[src/itm_pkg.sv]
// Shared types, codes and constants for the ISDN user-side TEI manager.
// No dependencies; imported by every module of the block.
`default_nettype none

package itm_pkg;

    localparam int unsigned TEI_W     = 7;
    localparam int unsigned REF_W     = 16;
    localparam int unsigned TIMER_W   = 16;
    localparam int unsigned ATTEMPT_W = 4;

    localparam logic [TEI_W-1:0]     TEI_BROADCAST = 7'd127;
    localparam logic [7:0]           MGMT_ENTITY   = 8'h0f;
    localparam logic [7:0]           CTRL_UI       = 8'h03;
    localparam logic [7:0]           CTRL_POLL_MSK = 8'hef;
    localparam logic [TIMER_W-1:0]   RETRY_RESET   = 16'd200;
    localparam logic [ATTEMPT_W-1:0] ATTEMPT_RESET = 4'd3;

    localparam int unsigned S_TDATA_W = 72;
    localparam int unsigned M_TDATA_W = 40;

    typedef enum logic [1:0] {
        FUNC_START  = 2'd0,
        FUNC_TICK   = 2'd1,
        FUNC_FRAME  = 2'd2,
        FUNC_STATIC = 2'd3
    } func_t;

    typedef enum logic [7:0] {
        MT_REQUEST   = 8'd1,
        MT_ASSIGNED  = 8'd2,
        MT_DENIED    = 8'd3,
        MT_CHECK_REQ = 8'd4,
        MT_CHECK_RSP = 8'd5,
        MT_REMOVE    = 8'd6
    } msg_type_t;

    typedef enum logic [2:0] {
        EV_NONE     = 3'd0,
        EV_REQUEST  = 3'd1,
        EV_CHECK    = 3'd2,
        EV_ERROR    = 3'd3,
        EV_ASSIGNED = 3'd4,
        EV_REMOVED  = 3'd5,
        EV_REJECTED = 3'd6
    } event_t;

    typedef enum logic [0:0] {
        CFG_RETRY_TIMEOUT = 1'b0,
        CFG_MAX_ATTEMPTS  = 1'b1
    } cfg_index_t;

    typedef struct packed {
        logic [TIMER_W-1:0]   retry_timeout_ticks;
        logic [ATTEMPT_W-1:0] max_request_attempts;
    } itm_cfg_t;

    typedef struct packed {
        logic                 assigned_flag;
        logic                 request_pending;
        logic [REF_W-1:0]     pending_ref;
        logic [TEI_W-1:0]     own_tei;
        logic [ATTEMPT_W-1:0] attempt_count;
        logic [TIMER_W-1:0]   timer_left;
        logic                 timer_armed;
    } itm_state_t;

    typedef struct packed {
        logic [1:0]       func;
        logic [REF_W-1:0] random_ref;
        logic             frame_long_enough;
        logic [7:0]       control_byte;
        logic [7:0]       entity_id;
        logic [7:0]       msg_code;
        logic [REF_W-1:0] frame_ref;
        logic [TEI_W-1:0] frame_action_tei;
        logic [TEI_W-1:0] static_tei;
    } itm_item_t;

    typedef struct packed {
        logic [2:0]       event_res;
        logic [2:0]       send_msg_type;
        logic [REF_W-1:0] send_ref;
        logic [TEI_W-1:0] send_action_tei;
        logic             is_assigned;
        logic [TEI_W-1:0] current_tei;
    } itm_result_t;

endpackage

`default_nettype wire

[src/itm_cfg.sv]
// Configuration register file: retry timeout and attempt limit.
// Depends on itm_pkg.
`default_nettype none

module itm_cfg
    import itm_pkg::*;
(
    input  wire logic                 aclk,
    input  wire logic                 aresetn,
    input  wire logic                 cfg_valid,
    output logic                      cfg_ready,
    input  wire logic [0:0]           cfg_index,
    input  wire logic [TIMER_W-1:0]   cfg_data,
    output itm_cfg_t                  cfg_out
);

    logic [TIMER_W-1:0]   retry_reg;
    logic [ATTEMPT_W-1:0] attempts_reg;

    assign cfg_ready = 1'b1;

    always_ff @(posedge aclk) begin
        if (!aresetn) begin
            retry_reg    <= RETRY_RESET;
            attempts_reg <= ATTEMPT_RESET;
        end else if (cfg_valid) begin
            unique case (cfg_index_t'(cfg_index))
                CFG_RETRY_TIMEOUT: retry_reg    <= cfg_data;
                CFG_MAX_ATTEMPTS:  attempts_reg <= cfg_data[ATTEMPT_W-1:0];
                default: ;
            endcase
        end
    end

    assign cfg_out.retry_timeout_ticks  = retry_reg;
    assign cfg_out.max_request_attempts = attempts_reg;

endmodule

`default_nettype wire

[src/itm_core.sv]
// Next-state and result logic for one item of the TEI manager.
// Purely combinational; depends on itm_pkg.
`default_nettype none

module itm_core
    import itm_pkg::*;
(
    input  wire itm_item_t  item,
    input  wire itm_state_t cur,
    input  wire itm_cfg_t   cfg,
    output itm_state_t  nxt,
    output itm_result_t res
);

    logic [TIMER_W-1:0] arm_value;
    logic [TIMER_W-1:0] timer_dec;
    logic               frame_ok;
    logic               target_hit;
    logic [2:0]         ev;
    logic [2:0]         smt;
    logic [REF_W-1:0]   sref;
    logic [TEI_W-1:0]   sai;

    always_comb begin
        arm_value  = (cfg.retry_timeout_ticks == '0) ? TIMER_W'(1) : cfg.retry_timeout_ticks;
        timer_dec  = (cur.timer_left != '0) ? cur.timer_left - TIMER_W'(1) : cur.timer_left;
        frame_ok   = item.frame_long_enough
                     && ((item.control_byte & CTRL_POLL_MSK) == CTRL_UI)
                     && (item.entity_id == MGMT_ENTITY);
        target_hit = cur.assigned_flag
                     && (item.frame_action_tei == TEI_BROADCAST
                         || item.frame_action_tei == cur.own_tei);

        nxt  = cur;
        ev   = EV_NONE;
        smt  = '0;
        sref = '0;
        sai  = '0;

        unique case (func_t'(item.func))
            FUNC_START: begin
                nxt.attempt_count   = ATTEMPT_W'(1);
                nxt.timer_left      = arm_value;
                nxt.timer_armed     = 1'b1;
                nxt.request_pending = 1'b1;
                nxt.assigned_flag   = 1'b0;
                nxt.own_tei         = TEI_BROADCAST;
                nxt.pending_ref     = item.random_ref;
                ev   = EV_REQUEST;
                smt  = 3'(MT_REQUEST);
                sref = item.random_ref;
                sai  = TEI_BROADCAST;
            end
            FUNC_TICK: begin
                if (cur.timer_armed) begin
                    nxt.timer_left = timer_dec;
                    if (timer_dec == '0) begin
                        if (cur.attempt_count >= cfg.max_request_attempts) begin
                            nxt.assigned_flag   = 1'b0;
                            nxt.own_tei         = TEI_BROADCAST;
                            nxt.request_pending = 1'b0;
                            nxt.pending_ref     = '0;
                            nxt.timer_armed     = 1'b0;
                            ev = EV_ERROR;
                        end else begin
                            // counter wraps in 4 bits like the attempt field
                            nxt.attempt_count = cur.attempt_count + ATTEMPT_W'(1);
                            nxt.pending_ref   = item.random_ref;
                            nxt.timer_left    = arm_value;
                            nxt.timer_armed   = 1'b1;
                            ev   = EV_REQUEST;
                            smt  = 3'(MT_REQUEST);
                            sref = item.random_ref;
                            sai  = TEI_BROADCAST;
                        end
                    end
                end
            end
            FUNC_FRAME: begin
                if (!frame_ok) begin
                    ev = EV_REJECTED;
                end else if (item.msg_code == MT_ASSIGNED) begin
                    // own identifier handed out again: duplicate, ignored
                    if (!(cur.assigned_flag && item.frame_action_tei == cur.own_tei)
                        && cur.request_pending && item.frame_ref == cur.pending_ref) begin
                        nxt.request_pending = 1'b0;
                        nxt.pending_ref     = '0;
                        nxt.own_tei         = item.frame_action_tei;
                        nxt.assigned_flag   = 1'b1;
                        nxt.timer_armed     = 1'b0;
                        nxt.timer_left      = '0;
                        ev = EV_ASSIGNED;
                    end
                end else if (item.msg_code == MT_CHECK_REQ) begin
                    if (target_hit) begin
                        ev   = EV_CHECK;
                        smt  = 3'(MT_CHECK_RSP);
                        sref = item.random_ref;
                        sai  = cur.own_tei;
                    end
                end else if (item.msg_code == MT_REMOVE) begin
                    if (target_hit) begin
                        nxt.assigned_flag = 1'b0;
                        nxt.own_tei       = TEI_BROADCAST;
                        ev = EV_REMOVED;
                    end
                end
            end
            FUNC_STATIC: begin
                nxt.own_tei       = item.static_tei;
                nxt.assigned_flag = 1'b1;
            end
            default: ;
        endcase

        res.event_res       = ev;
        res.send_msg_type   = smt;
        res.send_ref        = sref;
        res.send_action_tei = sai;
        res.is_assigned     = nxt.assigned_flag;
        res.current_tei     = nxt.assigned_flag ? nxt.own_tei : TEI_BROADCAST;
    end

endmodule

`default_nettype wire

[src/isdn_user_tei_management_unit.sv]
// User-side TEI manager for one ISDN link.
//
// Input channel s_*: one word per item. s_tuser carries the function
// (start request, timer tick, received frame, static identifier);
// s_tdata carries the frame fields and the fresh random reference.
// Result channel m_*: exactly one word per input word, in order.
// m_tuser is the event code, m_tdata the message to send plus the
// identifier status after the item.
// Config channel cfg_*: index 0 retry timeout in ticks, index 1 attempt limit;
// always ready; the user writes it only while the block is idle, unchecked.
// Path: a word is held in the input register, then its result is
// registered, so m_tvalid rises once the result register is loaded.
// One word per cycle is sustained while m_tready is high; the state update
// is a single pass of logic between the input and result registers.
// When m_tready is low the result register holds and one more word
// waits in the input register; s_tready then drops.
// Reset (aresetn low, synchronous) empties both registers, drops any
// identifier and stops the retry timer; config returns to 200 / 3.
// Depends on itm_pkg, itm_cfg and itm_core.
`default_nettype none

module isdn_user_tei_management_unit
    import itm_pkg::*;
(
    input  wire logic                  aclk,
    input  wire logic                  aresetn,
    // config write channel
    input  wire logic                  cfg_valid,
    output logic                       cfg_ready,
    input  wire logic [0:0]            cfg_index,
    input  wire logic [TIMER_W-1:0]    cfg_data,
    // input stream
    input  wire logic                  s_tvalid,
    output logic                       s_tready,
    // s_tdata, low bit up: random_ref[15:0], frame_long_enough[16],
    // control_byte[24:17], entity_id[32:25], msg_code[40:33],
    // frame_ref[56:41], frame_action_tei[63:57], static_tei[70:64], zero[71]
    input  wire logic [S_TDATA_W-1:0]  s_tdata,
    input  wire logic [1:0]            s_tuser,   // func
    // result stream
    output logic                       m_tvalid,
    input  wire logic                  m_tready,
    // m_tdata, low bit up: send_msg_type[2:0], send_ref[18:3],
    // send_action_tei[25:19], is_assigned[26], current_tei[33:27], zero[39:34]
    output logic [M_TDATA_W-1:0]       m_tdata,
    output logic [2:0]                 m_tuser    // event_res
);

    itm_cfg_t    cfg;
    itm_item_t   item_reg;
    itm_item_t   item_next;
    logic        in_valid_reg;
    logic        out_valid_reg;
    itm_result_t res_reg;
    itm_result_t res_next;
    itm_state_t  state_reg;
    itm_state_t  state_next;
    logic        advance;
    logic        s_accept;

    itm_cfg u_cfg (
        .aclk      (aclk),
        .aresetn   (aresetn),
        .cfg_valid (cfg_valid),
        .cfg_ready (cfg_ready),
        .cfg_index (cfg_index),
        .cfg_data  (cfg_data),
        .cfg_out   (cfg)
    );

    itm_core u_core (
        .item (item_reg),
        .cur  (state_reg),
        .cfg  (cfg),
        .nxt  (state_next),
        .res  (res_next)
    );

    assign advance  = in_valid_reg && (!out_valid_reg || m_tready);
    assign s_tready = !in_valid_reg || advance;
    assign s_accept = s_tvalid && s_tready;

    always_comb begin
        item_next.func              = s_tuser;
        item_next.random_ref        = s_tdata[15:0];
        item_next.frame_long_enough = s_tdata[16];
        item_next.control_byte      = s_tdata[24:17];
        item_next.entity_id         = s_tdata[32:25];
        item_next.msg_code          = s_tdata[40:33];
        item_next.frame_ref         = s_tdata[56:41];
        item_next.frame_action_tei  = s_tdata[63:57];
        item_next.static_tei        = s_tdata[70:64];
    end

    always_ff @(posedge aclk) begin
        if (!aresetn) begin
            in_valid_reg  <= 1'b0;
            out_valid_reg <= 1'b0;
            state_reg.assigned_flag   <= 1'b0;
            state_reg.request_pending <= 1'b0;
            state_reg.pending_ref     <= '0;
            state_reg.own_tei         <= TEI_BROADCAST;
            state_reg.attempt_count   <= '0;
            state_reg.timer_left      <= '0;
            state_reg.timer_armed     <= 1'b0;
        end else begin
            if (s_accept) begin
                in_valid_reg <= 1'b1;
            end else if (advance) begin
                in_valid_reg <= 1'b0;
            end
            if (advance) begin
                out_valid_reg <= 1'b1;
                state_reg     <= state_next;
            end else if (m_tready) begin
                out_valid_reg <= 1'b0;
            end
        end
    end

    // payload registers
    always_ff @(posedge aclk) begin
        if (s_accept) begin
            item_reg <= item_next;
        end
        if (advance) begin
            res_reg <= res_next;
        end
    end

    assign m_tvalid = out_valid_reg;
    assign m_tuser  = res_reg.event_res;
    assign m_tdata  = {6'd0, res_reg.current_tei, res_reg.is_assigned,
                       res_reg.send_action_tei, res_reg.send_ref, res_reg.send_msg_type};

endmodule

`default_nettype wire

[config.mk]
export PLATFORM = sky130hd
export DESIGN_NAME = isdn_user_tei_management_unit
export DESIGN_NICKNAME = d
export VERILOG_FILES = /design/src/itm_pkg.sv /design/src/itm_cfg.sv /design/src/itm_core.sv /design/src/isdn_user_tei_management_unit.sv
export SDC_FILE = /design/constraint.sdc
export NUM_CORES = 1
export LEC_CHECK = 0
export ABC_AREA = 1
export BUFFER_PORTS_ARGS = -buffer_cell sky130_fd_sc_hd__buf_4
export CORE_ASPECT_RATIO = 1.25
export CORE_UTILIZATION = 25
export CTS_CLUSTER_SIZE = 28
export DETAILED_ROUTE_END_ITERATION = 12
export GPL_ROUTABILITY_DRIVEN = 0
export GPL_TIMING_DRIVEN = 0
export PLACE_DENSITY = 0.51
export REMOVE_ABC_BUFFERS = 1
export SYNTH_ARGS = -nofsm -noshare
export SYNTH_HDL_FRONTEND = slang
export SYNTH_SLANG_ARGS = --single-unit
[constraint.sdc]
create_clock -name aclk -period 5.4 [get_ports aclk]
set_input_delay 0.54 -clock aclk [delete_from_list [all_inputs] [get_ports aclk]]
set_output_delay 0.54 -clock aclk [all_outputs]
set_load 0.01 [all_outputs]
# Yosys cells after proc, flatten, opt, wreduce, memory -nomap -nowiden
# Index checks and enable logic that the tools add are counted.
word_totals:
  reg_bits: 178
  latchBits: 0
  ramBits: 0
  mem_bits_ro: 0
  input_bits: 96
  out_inout_bits: 46
  word_cells: 142
  mem_count: 0
op_classes:
  n_addsub: 2
  mul: 0
  div_mod_pow: 0
  order_cmp: 1
  eq_ne: 18
  n_shift: 0
  mux: 65
  bitwise_logic: 1
  n_reduce_logical: 29
ops:
  columns: ["operator", "n"]
  rows:
  - ["$mux 16", 9]
  - ["$pmux 17 s3", 2]
  - ["$mux 46", 2]
  - ["$mux 7", 12]
  - ["$mux 17", 4]
  - ["$mux 25", 2]
  - ["$pmux 16 s3", 1]
  - ["$mux 3", 13]
  - ["$logic_not 16->1", 2]
  - ["$pmux 7 s4", 1]
  - ["$pmux 7 s3", 1]
  - ["$mux 20", 1]
  - ["$pmux 3 s3", 2]
  - ["$eq 16x16->1", 1]
  - ["$eq 8x3->1 const B", 2]
  - ["$reduce_bool 16->1", 1]
  - ["$sub 16x1->16 const B", 1]
  - ["$mux 1", 10]
  - ["$ne 2x1->1 const B", 5]
  - ["$reduce_and 5->1", 2]
  - ["$eq 8x2->1 const B", 1]
  - ["$eq 8x4->1 const B", 1]
  - ["$logic_and 1x1->1", 8]
  - ["$pmux 4 s2", 1]
  - ["20 further kinds", 31]

# Depth between registers and ports, before layout
logic_depth:
  word_depth: 9
  ltp_mapped: 19
  depth_no_buf: 18

# Cells and area by module
# A second synthesis with hierarchy kept.
hier_totals:
  hier_cells: 1319
  area_unflattened_um2: 10057.1
by_module_without_submodules:
  columns: ["module", "n_inst", "cells_each", "area_per_inst_um2", "seq_area_each_um2"]
  rows:
  - ["isdn_user_tei_management_unit", 1, 416, 5540.3, 4264.1]
  - ["itm_core", 1, 783, 3674.8, 0.0]
  - ["itm_cfg", 1, 120, 842.1, 400.4]

# Least setup slack after synthesis
# No wires, ideal clock.
synth_path:
  path_kind: "input to register"
  from: "in m_tready"
  to: "reg item_reg[0] in the netlist's numbering, enable pin"
  setup_time_ns: 0.426
  arrival_ns: 2.213
  t_required_ns: 4.974
  slack_ns: 2.761
  cell_stages: 4
  path_buffers: 0
  cell_sequence: "inv_1 -> nand3_1 -> nand2_1 -> inv_1"
synth_via:
  elab_chain_cells: 4
synth_lines:
  columns: ["element", "line", "source"]
  rows:
  - ["from (decl)", "isdn_user_tei_management_unit.sv:42", "input wire logic m_tready,"]
  - ["$logic_or 1x1->1", "isdn_user_tei_management_unit.sv:79", "assign advance = in_valid_reg && (!out_valid_reg || m_tready);"]
  - ["$logic_and 1x1->1", "isdn_user_tei_management_unit.sv:79", null]
  - ["$logic_or 1x1->1", "isdn_user_tei_management_unit.sv:80", "assign s_tready = !in_valid_reg || advance;"]
  - ["named net s_tready", "isdn_user_tei_management_unit.sv:34", "output logic s_tready,"]
  - ["$logic_and 1x1->1", "isdn_user_tei_management_unit.sv:81", "assign s_accept = s_tvalid && s_tready;"]
  - ["named net s_accept", "isdn_user_tei_management_unit.sv:59", "logic s_accept;"]
  - ["to (signal assigned)", "isdn_user_tei_management_unit.sv:124", "item_reg <= item_next;"]
  - ["to (decl)", "isdn_user_tei_management_unit.sv:50", "itm_item_t item_reg;"]
# The timed path passes the listed nets, and every way through them passes these cells.
# A chain may end at the register's enable or synchronous reset.

==> impl_table.tex <==
\begin{tabular}{lr}
\hline
Metric & Value \\
\hline
\multicolumn{2}{l}{\textbf{Die}} \\
Chip width & 166.6 um \\
Count of boundary I/O pins & 142 \\
Chip height & 207.7 um \\
Site Rows & 75 \\
Effective utilization at floorplan & 25.34\% \\
Total die area & 0.03460 sq mm \\
Core area & 0.03341 sq mm \\
\multicolumn{2}{l}{\textbf{STA}} \\
Number of failing hold endpoints at the final stage & 0 \\
Final critical delay including setup and external delays & 3232 ps \\
Setup skew after layout & 16.64 ps \\
Max Freq & 309.4 MHz \\
Number of setup violations in the final report & 0 \\
Final worst-path cycle share & 59.85\% \\
RSZ-0062 raised after global routing & false \\
Setup tns final & 0 ps \\
Worst slew pin tran & 1213 ps \\
Final slew viol count & 0 \\
Worst max-slew margin expressed relative to the limit & 18.85\% \\
\multicolumn{2}{l}{\textbf{Yosys}} \\
Gate count after technology mapping & 972 \\
Share of synthesized flip-flops with an asynchronous set or reset & 0\% \\
Combined area of all synthesized cells & 0.008464 sq mm \\
Unique masters post-synth & 44 \\
Total of warnings raised by yosys & 0 \\
Share of the synthesized area in the top cell type & 38.31\% \\
Cell type with the largest total area after synthesis & sky130\_fd\_sc\_hd\_\_edfxtp\_1 \\
Avg Inst Size Synth & 8.708 sq um \\
Top cells by area in the synthesized netlist & sky130\_fd\_sc\_hd\_\_edfxtp\_1 38\%, sky130\_fd\_sc\_hd\_\_dfxtp\_1 16\%, sky130\_fd\_sc\_hd\_\_nand2\_1 11\% \\
Sequential cell area fraction in the yosys report & 54.40\% \\
Post-synthesis sequential element count & 176 \\
Leading cell types by count after synthesis & 248 x sky130\_fd\_sc\_hd\_\_nand2\_1, 117 x sky130\_fd\_sc\_hd\_\_inv\_1, 108 x sky130\_fd\_sc\_hd\_\_edfxtp\_1 \\
Most used standard cell by instance count after synthesis & sky130\_fd\_sc\_hd\_\_nand2\_1 \\
Number of enable-type register cells in the synthesized netlist & 108 \\
Dominant synthesized flop cell & sky130\_fd\_sc\_hd\_\_edfxtp\_1 \\
\multicolumn{2}{l}{\textbf{Route}} \\
Max layer used & met4 \\
Detail-routed net length per standard cell & 14.21 um \\
Initial detailed-routing violation count & 312 \\
Length of routed met3 wiring & 1250 um \\
Post-detailed-route count of antenna-violating nets & 0 \\
DRC viols & 7 \\
Router iterations before antenna repair & 11 \\
Number of vias after detailed routing & 6,761 \\
Vias per inst & 4.422 \\
Detail Route met2 WL & 10,950 um \\
Wire length after detailed routing & 21,720 um \\
Routed met1 length & 9067 um \\
\multicolumn{2}{l}{\textbf{Global routing}} \\
Pin count of the biggest net entering global routing & 73 \\
Via count of the first global-routing pass & 6,687 \\
First-pass GRT wire length & 35,060 um \\
Global Route Usage Sum & 12.95\% \\
Antenna violations before repair & 0 \\
Global route total overflow & 0 \\
\multicolumn{2}{l}{\textbf{Critical path}} \\
Critical Setup Path Class & register to register \\
Crit-path leading delay family & simple AND/OR/NAND/NOR gates \\
Library cell appearing most often on the critical path & sky130\_fd\_sc\_hd\_\_nor2\_4 \\
CP endpoint kind & register \\
Data arrival, critical path & 3380 ps \\
Peak fanout along the critical path & 28 \\
Cells on worst reg2reg path & 13 \\
Reg-to-reg endpoint & m\_tdata[16]\$\_DFFE\_PP\_ \\
Critical path cell sequence & inv\_2 -> ha\_1 -> nand2\_4 -> nor2\_4 -> nand2\_2 -> inv\_1 -> o21bai\_1 -> nand2\_1 -> nor2\_4 -> nand3\_4 -> nor2\_4 -> o21bai\_2 -> nor2\_1 \\
Buffer and inverter count on the worst path & 2 \\
Required @ worst endpoint & 5550 ps \\
Minimum setup slack among reg-to-reg paths & 2170 ps \\
Crit path max-delay cell type & sky130\_fd\_sc\_hd\_\_o21bai\_2 \\
Critical R2R Launch & state\_reg[1]\$\_SDFFE\_PN0P\_ \\
Startpoint types & register \\
Maximum cell stage delay along the critical path & 750 ps \\
\multicolumn{2}{l}{\textbf{Worst hold path}} \\
Worst min-delay path class & input pin to register \\
Startpoint of the tightest hold check path & s\_tdata[44] \\
Destination of the worst hold path & item\_reg[17]\$\_DFFE\_PP\_ \\
Number of cells traversed by the worst hold path & 1 \\
\multicolumn{2}{l}{\textbf{Cells and area}} \\
Number of inserted diodes & 0 \\
Total Nets Final & 1,201 \\
Share of layout cells above drive strength 1 & 18.54\% \\
Max reg flops & 72 \\
Post-synthesis to final-layout area growth & 23.30\% \\
Final cell count without fillers & 1,529 \\
Post-route cell area & 0.01044 sq mm \\
\multicolumn{2}{l}{\textbf{Status}} \\
Violations in the final reports & DRC \\
Outcome & finished with violations \\
\multicolumn{2}{l}{\textbf{Clock network}} \\
Worst skew pair latency & 440 ps \\
CTS Sinks & 176 \\
Resized Gates After CTS & 0 \\
H-tree lvl count & 4 \\
TritonCTS Buffers & 17 \\
Post-CTS Repair Setup Buffers & 0 \\
Clock root cell & sky130\_fd\_sc\_hd\_\_clkbuf\_16 \\
Max Buffers Root-to-Sink & 2 \\
TritonCTS clock tree & built \\
Hold buffers post-CTS & 0 \\
CTS clk-pin slew, worst paths & 70 ps \\
\multicolumn{2}{l}{\textbf{Placement}} \\
Post-DP Area & 0.009842 sq mm \\
Half-perimeter wire length after detailed placement & 15,600 um \\
Buffers on Ports & 131 \\
Placed insts & 1,497 \\
\multicolumn{2}{l}{\textbf{Power}} \\
VDD IR max & 0.1395 mV \\
P per Cell Area & 312.6 mW/mm\^{}2 \\
Static leakage & 4.481 nW \\
\multicolumn{2}{l}{\textbf{Job}} \\
Max-cap violations & 0 \\
\hline
\end{tabular}
kinds of logic after synthesis:
group                      share of synthesized area (%)
xor gates and xnor gates                           1.552
DFF                                                54.40
buffers and inverters                              7.923
and+or+nand+nor                                    23.36
AOI/OAI and AO/OA                                  10.91
other                                            0.08872
adders and majority gates                          1.774
power breakdown:
group          switching (mW)  total (mW)  internal, mW
Clock                   0.554        1.24         0.690
Sequential             0.0524        1.56          1.51
Combinational           0.278       0.458         0.180
Total                   0.884        3.26          2.38
cell type report:
type | instances | area (sq um)
Timing Repair Buffer | 133 | 1026
Multi-Input combinational cell | 642 | 3214
Fill cell | 3557 | 22970
Sequential cell | 176 | 4604
Tap cell | 423 | 529.3
Clock buffer | 21 | 471.7
Inverter | 123 | 467.9
Clock inverter | 11 | 122.6
stage by stage:
step	setup slack, ps	total power, mW	hold WS [ps]	utilization [%]
final	2168	3.262	274.8	31.24
after global routing	1791	3.427	250.2	31.24
after CTS	2093	3.310	252.3	31.24
after detailed placement	2124	2.053	484.6	29.46
after global placement	1027	2.047	478.8	29.31
after floorplan	2650	1.871	434.7	-
worst max-delay path by stage:
stage                                   start                         end  cells after the start
floorplan              item_reg[37]$_DFFE_PP_  state_reg[30]$_SDFFE_PN0P_                     11
detailed placement  state_reg[1]$_SDFFE_PN0P_       m_tdata[16]$_DFFE_PP_                     13
global placement       item_reg[37]$_DFFE_PP_  state_reg[33]$_SDFFE_PN0P_                     11
CTS                 state_reg[1]$_SDFFE_PN0P_       m_tdata[16]$_DFFE_PP_                     13
finish              state_reg[1]$_SDFFE_PN0P_       m_tdata[16]$_DFFE_PP_                     13
global route        state_reg[1]$_SDFFE_PN0P_       m_tdata[15]$_DFFE_PP_                     13
per-layer routing:
| metal | global-route usage (%) | up-vias |
|---|---|---|
| met5 | 0 | - |
| met4 | 5.109 | 0 |
| met3 | 3.489 | 25 |
| met2 | 22.80 | 164 |
| met1 | 14.81 | 3110 |
| li1 | - | 3462 |
cell usage in the layout (no fill, tap or decap), types with 4 or more instances in the layout:
cell,netlist,final
sky130_fd_sc_hd__nand2_1,248,248
sky130_fd_sc_hd__buf_4,8,131
sky130_fd_sc_hd__inv_1,117,116
sky130_fd_sc_hd__edfxtp_1,108,108
sky130_fd_sc_hd__nor2_1,90,89
sky130_fd_sc_hd__dfxtp_1,68,68
sky130_fd_sc_hd__a21oi_1,62,62
sky130_fd_sc_hd__o21ai_0,53,53
sky130_fd_sc_hd__nand3_1,38,38
sky130_fd_sc_hd__nand4_1,25,25
sky130_fd_sc_hd__clkbuf_16,0,18
sky130_fd_sc_hd__o211ai_1,14,14
sky130_fd_sc_hd__ha_1,12,12
sky130_fd_sc_hd__xor2_1,11,11
sky130_fd_sc_hd__nand3b_1,10,10
sky130_fd_sc_hd__a31oi_1,10,10
sky130_fd_sc_hd__a21oi_2,9,9
sky130_fd_sc_hd__conb_1,2,8
sky130_fd_sc_hd__a221oi_1,7,7
sky130_fd_sc_hd__nor2_2,5,6
sky130_fd_sc_hd__or2_2,6,6
sky130_fd_sc_hd__nor3_1,6,6
sky130_fd_sc_hd__inv_6,0,5
sky130_fd_sc_hd__nand2_2,4,4
sky130_fd_sc_hd__nor2_4,4,4
sky130_fd_sc_hd__xnor2_1,4,4
No activity file was read; power rests on OpenSTA's default activity.
